$ cat src/rtl/assert_macros.svh
`ifndef ASSERT_MACROS_SVH
`define ASSERT_MACROS_SVH

// checked only outside reset
`define SFQ_ASSERT(name, prop) \
	name: assert property (@(posedge clk) disable iff (!arst_n) prop) \
		else $error("sfq assertion failed");

// checked at every edge
`define SFQ_ASSERT_ALWAYS(name, prop) \
	name: assert property (@(posedge clk) prop) \
		else $error("sfq assertion failed");

`endif

$ cat src/rtl/sfq_pkg.sv
`timescale 1ns / 1ps
package sfq_pkg;

	typedef enum logic [3:0] {
		CMD_PUSH     = 4'd0,
		CMD_POP      = 4'd1,
		CMD_PEEK     = 4'd2,
		CMD_EDIT     = 4'd3,
		CMD_REMOVE   = 4'd4,
		CMD_EVENS    = 4'd5,
		CMD_CONTAINS = 4'd6,
		CMD_DEDUP    = 4'd7,
		CMD_CLEAR    = 4'd8
	} cmd_t;

	localparam logic [1:0] ERR_OK    = 2'd0;
	localparam logic [1:0] ERR_EMPTY = 2'd1;
	localparam logic [1:0] ERR_FULL  = 2'd2;

	typedef struct packed {
		logic [3:0]         cmd;
		logic signed [31:0] value;
		logic signed [31:0] new_value;
	} cmd_word_t;

	typedef struct packed {
		logic signed [31:0] data;
		logic               flag;
		logic [1:0]         error;
		logic [6:0]         count;
	} res_word_t;

	typedef enum logic [2:0] {
		ST_IDLE,
		ST_HEAD,
		ST_SCAN_RD,
		ST_SCAN_CHK,
		ST_INNER_RD,
		ST_INNER_CHK,
		ST_RESP
	} state_t;

endpackage

$ cat src/rtl/sfq_mem.sv
`timescale 1ns / 1ps
module sfq_mem
	import sfq_pkg::*;
#(
	parameter int DEPTH      = 64,
	parameter int DATA_WIDTH = 32,
	localparam int AW = (DEPTH > 1) ? $clog2(DEPTH) : 1
) (
	input  logic                  clk,
	input  logic                  we,
	input  logic [AW-1:0]         waddr,
	input  logic [DATA_WIDTH-1:0] wdata,
	input  logic                  re,
	input  logic [AW-1:0]         raddr,
	output logic [DATA_WIDTH-1:0] rdata
);

	logic [DATA_WIDTH-1:0] mem [DEPTH];

	always_ff @(posedge clk) begin
		if (we) begin
			mem[waddr] <= wdata;
		end
		if (re) begin
			rdata <= mem[raddr];
		end
	end

endmodule

$ cat src/rtl/sfq_ctrl.sv
`timescale 1ns / 1ps
module sfq_ctrl
	import sfq_pkg::*;
#(
	parameter int DEPTH      = 64,
	parameter int DATA_WIDTH = 32,
	localparam int AW = (DEPTH > 1) ? $clog2(DEPTH) : 1,
	localparam int CW = $clog2(DEPTH + 1)
) (
	input  logic                  clk,
	input  logic                  arst_n,
	input  logic                  cmd_valid,
	output logic                  cmd_stall,
	input  cmd_word_t             cmd_word,
	output logic                  result_valid,
	input  logic                  result_ready,
	output res_word_t             result,
	output logic                  we,
	output logic [AW-1:0]         waddr,
	output logic [DATA_WIDTH-1:0] wdata,
	output logic                  re,
	output logic [AW-1:0]         raddr,
	input  logic [DATA_WIDTH-1:0] rdata
);

	state_t                state_q, state_d;
	logic [AW-1:0]         head_q, head_d;
	logic [CW-1:0]         cnt_q, cnt_d;
	logic [3:0]            cmd_q, cmd_d;
	logic [DATA_WIDTH-1:0] key_q, key_d;
	logic [DATA_WIDTH-1:0] repl_q, repl_d;
	logic [DATA_WIDTH-1:0] cur_q, cur_d;
	logic [CW-1:0]         i_q, i_d;
	logic [CW-1:0]         j_q, j_d;
	logic [CW-1:0]         kept_q, kept_d;
	logic                  flag_q, flag_d;
	logic                  matched_q, matched_d;
	logic [31:0]           data_q, data_d;
	logic [1:0]            err_q, err_d;

	logic [63:0]           key_ext, repl_ext;

	// wrap head + offset into the ring
	function automatic logic [AW-1:0] slot(input logic [AW-1:0] b, input logic [CW-1:0] o);
		logic [CW:0] s;
		s = (CW+1)'(b) + (CW+1)'(o);
		if (s >= (CW+1)'(DEPTH)) begin
			s = s - (CW+1)'(DEPTH);
		end
		return s[AW-1:0];
	endfunction

	assign key_ext  = 64'($signed(cmd_word.value));
	assign repl_ext = 64'($signed(cmd_word.new_value));

	always_ff @(posedge clk or negedge arst_n) begin
		if (!arst_n) begin
			state_q <= ST_IDLE;
			head_q  <= '0;
			cnt_q   <= '0;
		end else begin
			state_q <= state_d;
			head_q  <= head_d;
			cnt_q   <= cnt_d;
		end
	end

	always_ff @(posedge clk) begin
		cmd_q     <= cmd_d;
		key_q     <= key_d;
		repl_q    <= repl_d;
		cur_q     <= cur_d;
		i_q       <= i_d;
		j_q       <= j_d;
		kept_q    <= kept_d;
		flag_q    <= flag_d;
		matched_q <= matched_d;
		data_q    <= data_d;
		err_q     <= err_d;
	end

	always_comb begin
		logic [63:0]           rd_ext;
		logic [CW-1:0]         i_inc;
		logic [CW-1:0]         j_inc;
		logic                  last_i;
		logic                  do_keep;
		logic                  do_adv;
		logic                  drop;
		logic [DATA_WIDTH-1:0] keep_val;

		state_d   = state_q;
		head_d    = head_q;
		cnt_d     = cnt_q;
		cmd_d     = cmd_q;
		key_d     = key_q;
		repl_d    = repl_q;
		cur_d     = cur_q;
		i_d       = i_q;
		j_d       = j_q;
		kept_d    = kept_q;
		flag_d    = flag_q;
		matched_d = matched_q;
		data_d    = data_q;
		err_d     = err_q;
		we        = 1'b0;
		waddr     = slot(head_q, cnt_q);
		wdata     = key_q;
		re        = 1'b0;
		raddr     = slot(head_q, i_q);

		rd_ext   = 64'($signed(rdata));
		i_inc    = i_q + CW'(1);
		j_inc    = j_q + CW'(1);
		last_i   = (i_inc == cnt_q);
		do_keep  = 1'b0;
		do_adv   = 1'b0;
		drop     = 1'b0;
		keep_val = rdata;

		unique case (state_q)
			ST_IDLE: begin
				if (cmd_valid) begin
					cmd_d     = cmd_word.cmd;
					key_d     = key_ext[DATA_WIDTH-1:0];
					repl_d    = repl_ext[DATA_WIDTH-1:0];
					flag_d    = 1'b0;
					err_d     = ERR_OK;
					data_d    = '0;
					i_d       = '0;
					kept_d    = '0;
					matched_d = 1'b0;
					state_d   = ST_RESP;
					case (cmd_word.cmd)
						CMD_PUSH: begin
							if (cnt_q == CW'(DEPTH)) begin
								err_d = ERR_FULL;
							end else begin
								we     = 1'b1;
								waddr  = slot(head_q, cnt_q);
								wdata  = key_ext[DATA_WIDTH-1:0];
								cnt_d  = cnt_q + CW'(1);
								flag_d = 1'b1;
							end
						end
						CMD_POP, CMD_PEEK: begin
							if (cnt_q == '0) begin
								err_d = ERR_EMPTY;
							end else begin
								re      = 1'b1;
								raddr   = head_q;
								state_d = ST_HEAD;
							end
						end
						CMD_EDIT, CMD_REMOVE, CMD_EVENS, CMD_CONTAINS, CMD_DEDUP: begin
							if (cnt_q != '0) begin
								state_d = ST_SCAN_RD;
							end
						end
						CMD_CLEAR: begin
							flag_d = (cnt_q != '0);
							cnt_d  = '0;
							head_d = '0;
						end
						default: begin
						end
					endcase
				end
			end
			ST_HEAD: begin
				data_d  = rd_ext[31:0];
				flag_d  = 1'b1;
				state_d = ST_RESP;
				if (cmd_q == CMD_POP) begin
					head_d = slot(head_q, CW'(1));
					cnt_d  = cnt_q - CW'(1);
				end
			end
			ST_SCAN_RD: begin
				re      = 1'b1;
				raddr   = slot(head_q, i_q);
				state_d = ST_SCAN_CHK;
			end
			ST_SCAN_CHK: begin
				case (cmd_q)
					CMD_EDIT, CMD_CONTAINS: begin
						if (rdata == key_q) begin
							if (cmd_q == CMD_EDIT) begin
								we    = 1'b1;
								waddr = slot(head_q, i_q);
								wdata = repl_q;
							end
							flag_d  = 1'b1;
							state_d = ST_RESP;
						end else if (last_i) begin
							state_d = ST_RESP;
						end else begin
							i_d     = i_inc;
							state_d = ST_SCAN_RD;
						end
					end
					CMD_DEDUP: begin
						cur_d = rdata;
						if (last_i) begin
							do_keep = 1'b1;
							do_adv  = 1'b1;
						end else begin
							j_d     = i_inc;
							state_d = ST_INNER_RD;
						end
					end
					default: begin
						if (cmd_q == CMD_REMOVE) begin
							drop = !matched_q && (rdata == key_q);
						end else begin
							drop = !rdata[0];
						end
						if (drop) begin
							flag_d    = 1'b1;
							matched_d = 1'b1;
						end else begin
							do_keep = 1'b1;
						end
						do_adv = 1'b1;
					end
				endcase
			end
			ST_INNER_RD: begin
				re      = 1'b1;
				raddr   = slot(head_q, j_q);
				state_d = ST_INNER_CHK;
			end
			ST_INNER_CHK: begin
				keep_val = cur_q;
				if (rdata == cur_q) begin
					// a later copy exists: drop this one
					flag_d = 1'b1;
					do_adv = 1'b1;
				end else if (j_inc == cnt_q) begin
					do_keep = 1'b1;
					do_adv  = 1'b1;
				end else begin
					j_d     = j_inc;
					state_d = ST_INNER_RD;
				end
			end
			ST_RESP: begin
				if (result_ready) begin
					state_d = ST_IDLE;
				end
			end
			default: begin
				state_d = ST_IDLE;
			end
		endcase

		// survivors are written back in place, never ahead of the read pointer
		if (do_keep) begin
			we     = 1'b1;
			waddr  = slot(head_q, kept_q);
			wdata  = keep_val;
			kept_d = kept_q + CW'(1);
		end
		if (do_adv) begin
			if (last_i) begin
				cnt_d   = kept_d;
				state_d = ST_RESP;
			end else begin
				i_d     = i_inc;
				state_d = ST_SCAN_RD;
			end
		end
	end

	assign cmd_stall    = (state_q != ST_IDLE);
	assign result_valid = (state_q == ST_RESP);
	assign result.data  = data_q;
	assign result.flag  = flag_q;
	assign result.error = err_q;
	assign result.count = 7'(cnt_q);

endmodule

$ cat src/rtl/searchable_fifo_queue.sv
// Push, clear and unused codes need no memory read; pop and peek first read the head entry.
// Edit, contains, remove match and remove evens: a read state and a check state per entry walked.
// Dedupe: per entry walked, a further read and check for each later entry compared.
// Throughput is bound by the single read port of the entry memory; one word at a time.
// A finished word sits in an output register so the next word is accepted meanwhile.
// Reset (arst_n low, asynchronous) empties the queue; the entry memory is not cleared.
`timescale 1ns / 1ps
`include "assert_macros.svh"
module searchable_fifo_queue
	import sfq_pkg::*;
#(
	parameter int DEPTH      = 64,
	parameter int DATA_WIDTH = 32
) (
	input  logic      clk,
	input  logic      arst_n,
	input  logic      cmd_valid,
	output logic      cmd_stall,
	input  cmd_word_t cmd_word,
	output logic      res_valid,
	input  logic      res_stall,
	output res_word_t res_word
);

	localparam int AW = (DEPTH > 1) ? $clog2(DEPTH) : 1;

	logic                  we;
	logic [AW-1:0]         waddr;
	logic [DATA_WIDTH-1:0] wdata;
	logic                  re;
	logic [AW-1:0]         raddr;
	logic [DATA_WIDTH-1:0] rdata;

	logic                  ctrl_valid;
	logic                  out_free;
	res_word_t             ctrl_res;
	logic                  out_valid_q;
	res_word_t             out_q;

	assign out_free = !out_valid_q || !res_stall;

	sfq_ctrl #(
		.DEPTH      (DEPTH),
		.DATA_WIDTH (DATA_WIDTH)
	) u_ctrl (
		.clk          (clk),
		.arst_n       (arst_n),
		.cmd_valid    (cmd_valid),
		.cmd_stall    (cmd_stall),
		.cmd_word     (cmd_word),
		.result_valid (ctrl_valid),
		.result_ready (out_free),
		.result       (ctrl_res),
		.we           (we),
		.waddr        (waddr),
		.wdata        (wdata),
		.re           (re),
		.raddr        (raddr),
		.rdata        (rdata)
	);

	sfq_mem #(
		.DEPTH      (DEPTH),
		.DATA_WIDTH (DATA_WIDTH)
	) u_mem (
		.clk   (clk),
		.we    (we),
		.waddr (waddr),
		.wdata (wdata),
		.re    (re),
		.raddr (raddr),
		.rdata (rdata)
	);

	always_ff @(posedge clk or negedge arst_n) begin
		if (!arst_n) begin
			out_valid_q <= 1'b0;
		end else if (out_free) begin
			out_valid_q <= ctrl_valid;
		end
	end

	always_ff @(posedge clk) begin
		if (out_free && ctrl_valid) begin
			out_q <= ctrl_res;
		end
	end

	assign res_valid = out_valid_q;
	assign res_word  = out_q;

	`SFQ_ASSERT(a_busy_after_accept, (cmd_valid && !cmd_stall) |=> cmd_stall)
	`SFQ_ASSERT(a_err_no_flag, (res_valid && res_word.error != ERR_OK) |-> !res_word.flag)
	`SFQ_ASSERT(a_err_no_data, (res_valid && res_word.error != ERR_OK) |-> (res_word.data == '0))
	`SFQ_ASSERT_ALWAYS(a_reset_idle, !arst_n |-> !res_valid)

endmodule

$ cat config.mk
export PLATFORM = sky130hd
export DESIGN_NAME = searchable_fifo_queue
export DESIGN_NICKNAME = d
export VERILOG_FILES = /design/src/rtl/sfq_pkg.sv /design/src/rtl/sfq_mem.sv /design/src/rtl/sfq_ctrl.sv /design/src/rtl/searchable_fifo_queue.sv
export VERILOG_INCLUDE_DIRS = /design/src /design/src/rtl
export SDC_FILE = /design/constraint.sdc
export NUM_CORES = 2
export LEC_CHECK = 0
export BUFFER_PORTS_ARGS = -buffer_cell sky130_fd_sc_hd__buf_4
export CAP_MARGIN = 30
export CORE_MARGIN = 3
export CORE_UTILIZATION = 30
export CTS_CLUSTER_SIZE = 40
export DETAILED_ROUTE_END_ITERATION = 12
export PLACE_DENSITY = 0.44
export SLEW_MARGIN = 15
export SYNTH_ARGS = -nofsm -noshare
export SYNTH_HDL_FRONTEND = slang
export SYNTH_SLANG_ARGS = --single-unit
$ cat constraint.sdc
create_clock -name clk -period 10.35 [get_ports clk]
set_input_delay 0.5175 -clock clk [delete_from_list [all_inputs] [get_ports clk]]
set_output_delay 0.5175 -clock clk [all_outputs]
set_load 0.02 [all_outputs]
==> flow_summary.json <==
{
  "worst-r2r-setup-slack_ns": 3.28,
  "reg2reg_depth": 13,
  "num_rows": 204,
  "grt_usage_pct": 20.6,
  "crit_fanout": 82,
  "skew_ns": 0.0623,
  "synthTopCellsByArea": "edfxtp_1 (73%), nand2_1 (5.6%), a211oi_1 (2.8%), nand3_1 (2.2%), and3_1 (2.2%)",
  "grt_max_degree": 157,
  "synth_top_area_share_pct": 72.7,
  "die_w_um": 565,
  "worst_pin_slew_ns": 1.29,
  "die_y_um": 565,
  "grt_pass1_wl_um": 471000,
  "finalCritPeriodShare_pct": 68.3,
  "via_per_inst": 5.37,
  "r2r-end": "u_mem.rdata[22]",
  "ys.flop_type": "edfxtp_1",
  "postCtsSetupBuffers": 0,
  "status": "finished clean",
  "critPathKind": "flip-flop to flip-flop",
  "final-hold-violation-count": 0,
  "drive_gt1_share_pct": 12.1,
  "arrival_ns": 7.64,
  "port_buffers": 115,
  "h-tree-depth": 5,
  "synth-edff-count": 2265,
  "fin_nets": 7089,
  "grt_pass1_vias": 59000,
  "wl_per_cell_um": 29.7,
  "cts_root_buffer": "clkbuf_16",
  "dp_hpwl_um": 190000,
  "cap_violations": 0,
  "clk_pin_slew_ns": 0.06,
  "wl_um": 338000,
  "synth.distinct_cells": 87,
  "dr.first_iter.drc_count": 7022,
  "clk_latency_ns": 0.85,
  "setup_viol": 0,
  "r2r-start": "u_ctrl.state_q[2]",
  "n_fill_cell": 29600,
  "drc_errors": 0,
  "first_pass_iters": 6,
  "worst_setup_path_end_kind": "flip-flop",
  "start_kind": "flip-flop",
  "clock_path_buffers": 4,
  "rsz0062_at_grt": "no",
  "synth.most_common_cell": "edfxtp_1",
  "required_ns": 10.92,
  "period_minus_slack_ns": 7.07,
  "synth_area_per_cell_um2": 13.8,
  "antenna_found_initial": 42,
  "synth_seq_cells": 2296,
  "cts_tree": "done",
  "gp_congestion": 0.855,
  "cts_buffers": 271,
  "dieArea_um2": 319000,
  "design.portCount": 116,
  "synthArstFlopShare_pct": 0.740,
  "min_path_type": "input port to asynchronous set/reset pin",
  "synth_nets": 6874,
  "syn2layout_area_growth_pct": 17.3,
  "fmax_mhz": 142,
  "core-area_um2": 310000,
  "maxSlewHeadroom_pct": 13.9,
  "yosysWarnings": 0,
  "initial_core_util_pct": 30.2,
  "synthCells": 6771,
  "cts_sinks": 2296,
  "synth_commonest_cells": "edfxtp_1 (2,265), nand2_1 (1,406), nand3_1 (414)",
  "tns_ns": 0,
  "ant_nets": 0,
  "netlist.top_cell.by_area": "edfxtp_1",
  "netlist_area_um2": 93600,
  "ys_seq_area_share_pct": 73.4,
  "slew_violations": 0,
  "vias": 60900,
  "grt_overflow_total": 0
}
==> area by class of cell <==
class	instances	area (um^2)	area share (%)
repair buffers	413	3740	3.41
clock buffers	348	7220	6.58
clock inverters	121	905	0.824
inverters	17	65.1	0.0593
well taps	4120	5150	4.70
diodes	54	135	0.123
flip-flops and latches	2296	68700	62.6
multi-input cells	3987	23800	21.7
==> metal layers <==
metal / track usage (%) / part of all wire, % / wire (um)
met5: 0 / 0.014 / 46
met4: 6.61 / 3.4 / 11400
met3: 3.36 / 7.1 / 23900
met2: 32.3 / 46 / 154000
met1: 29.2 / 44 / 148000
==> critical path: stages (launching register included) <==
cell and delay (ns):
dfrtp_1 0.72, inv_1 0.29, nand3_1 0.57, clkinv_2 0.53, a31oi_4 0.52, buf_4 0.65, and2_4 0.80, buf_12 0.39
mux2i_1 0.27, a221oi_1 0.12, o41ai_1 0.61, o311a_1 0.67, a2111oi_2 0.11, buf_4 0.22
==> kinds of logic after synthesis <==
family | Yosys count | synth area share, %
flops | 2296 | 73.4
compound gates | 1203 | 9.01
simple gates | 2503 | 12.1
buf+inv | 488 | 2.36
fa+ha+maj | 31 | 0.447
mux | 140 | 1.54
xor+xnor | 110 | 1.12
==> through the flow <==
step | setup WS, ns | hold slack [ns] | cells | cell area (um^2) | utilization (%)
after floorplan | 3.29 | 0.222 | 6771 | 93600 | -
after global placement | 3.00 | 0.402 | 10700 | 100000 | 32.4
after detailed placement | 3.42 | 0.405 | 10800 | 101000 | 32.5
after CTS | 3.41 | 0.0745 | 11300 | 109000 | 35.4
after global routing | 3.07 | 0.107 | 11400 | 110000 | 35.4
final | 3.28 | 0.128 | 11400 | 110000 | 35.4
==> flip-flops by register name, summed over array words and instances, names as in the netlist, 32 cells and up <==
register       flops
u_ctrl.cur_q      32
u_ctrl.repl_q     32
u_ctrl.data_q     32
u_mem.mem       2048
u_ctrl.key_q      32
res_word          42
u_mem.rdata       32
==> timing repair <==
action / in CTS / in global routing
hold endpoints to repair: 86 / 0
resized for setup: 0 / 0
hold buffers: 70 / 0
==> how the worst max path moves through the flow <==
stage	from	endpoint	slack (ns)	depth (start not counted)
final	u_ctrl.state_q[2]	u_mem.rdata[22]	3.28	13
after global routing	u_ctrl.state_q[2]	u_mem.rdata[22]	3.07	14
after CTS	u_ctrl.state_q[2]	u_mem.rdata[22]	3.41	13
after detailed placement	u_ctrl.state_q[2]	u_mem.rdata[22]	3.42	13
after global placement	u_ctrl.cnt_q[1]	u_mem.rdata[22]	3.00	14
after floorplan	u_ctrl.state_q[1]	u_mem.mem[0][15]	3.29	12
==> cells in the final DEF, fill, tap and decap left out, drive strengths merged, types with 14 or more instances in the layout <==
cell type	n
and2	42
and4	17
a211oi	352
a21oi	159
nand2	1407
dfxtp	14
buf	342
nor4	30
nor3	23
edfxtp	2265
nand4	37
nor2	150
inv	31
o211ai	15
clkbuf	349
nand3	414
a221oi	16
o22ai	29
ha	27
dfrtp	17
clkinv	94
mux2i	128
o21ai	71
dlygate4sd3	70
diode	54
a32oi	46
xnor2	22
a22oi	77
and3	324
a311oi	97
xor2	82
a31oi	265
Power is left out: the tool's default activity adds up to more than one toggle a clock period on the data nets, which glitch-free logic cannot reach.
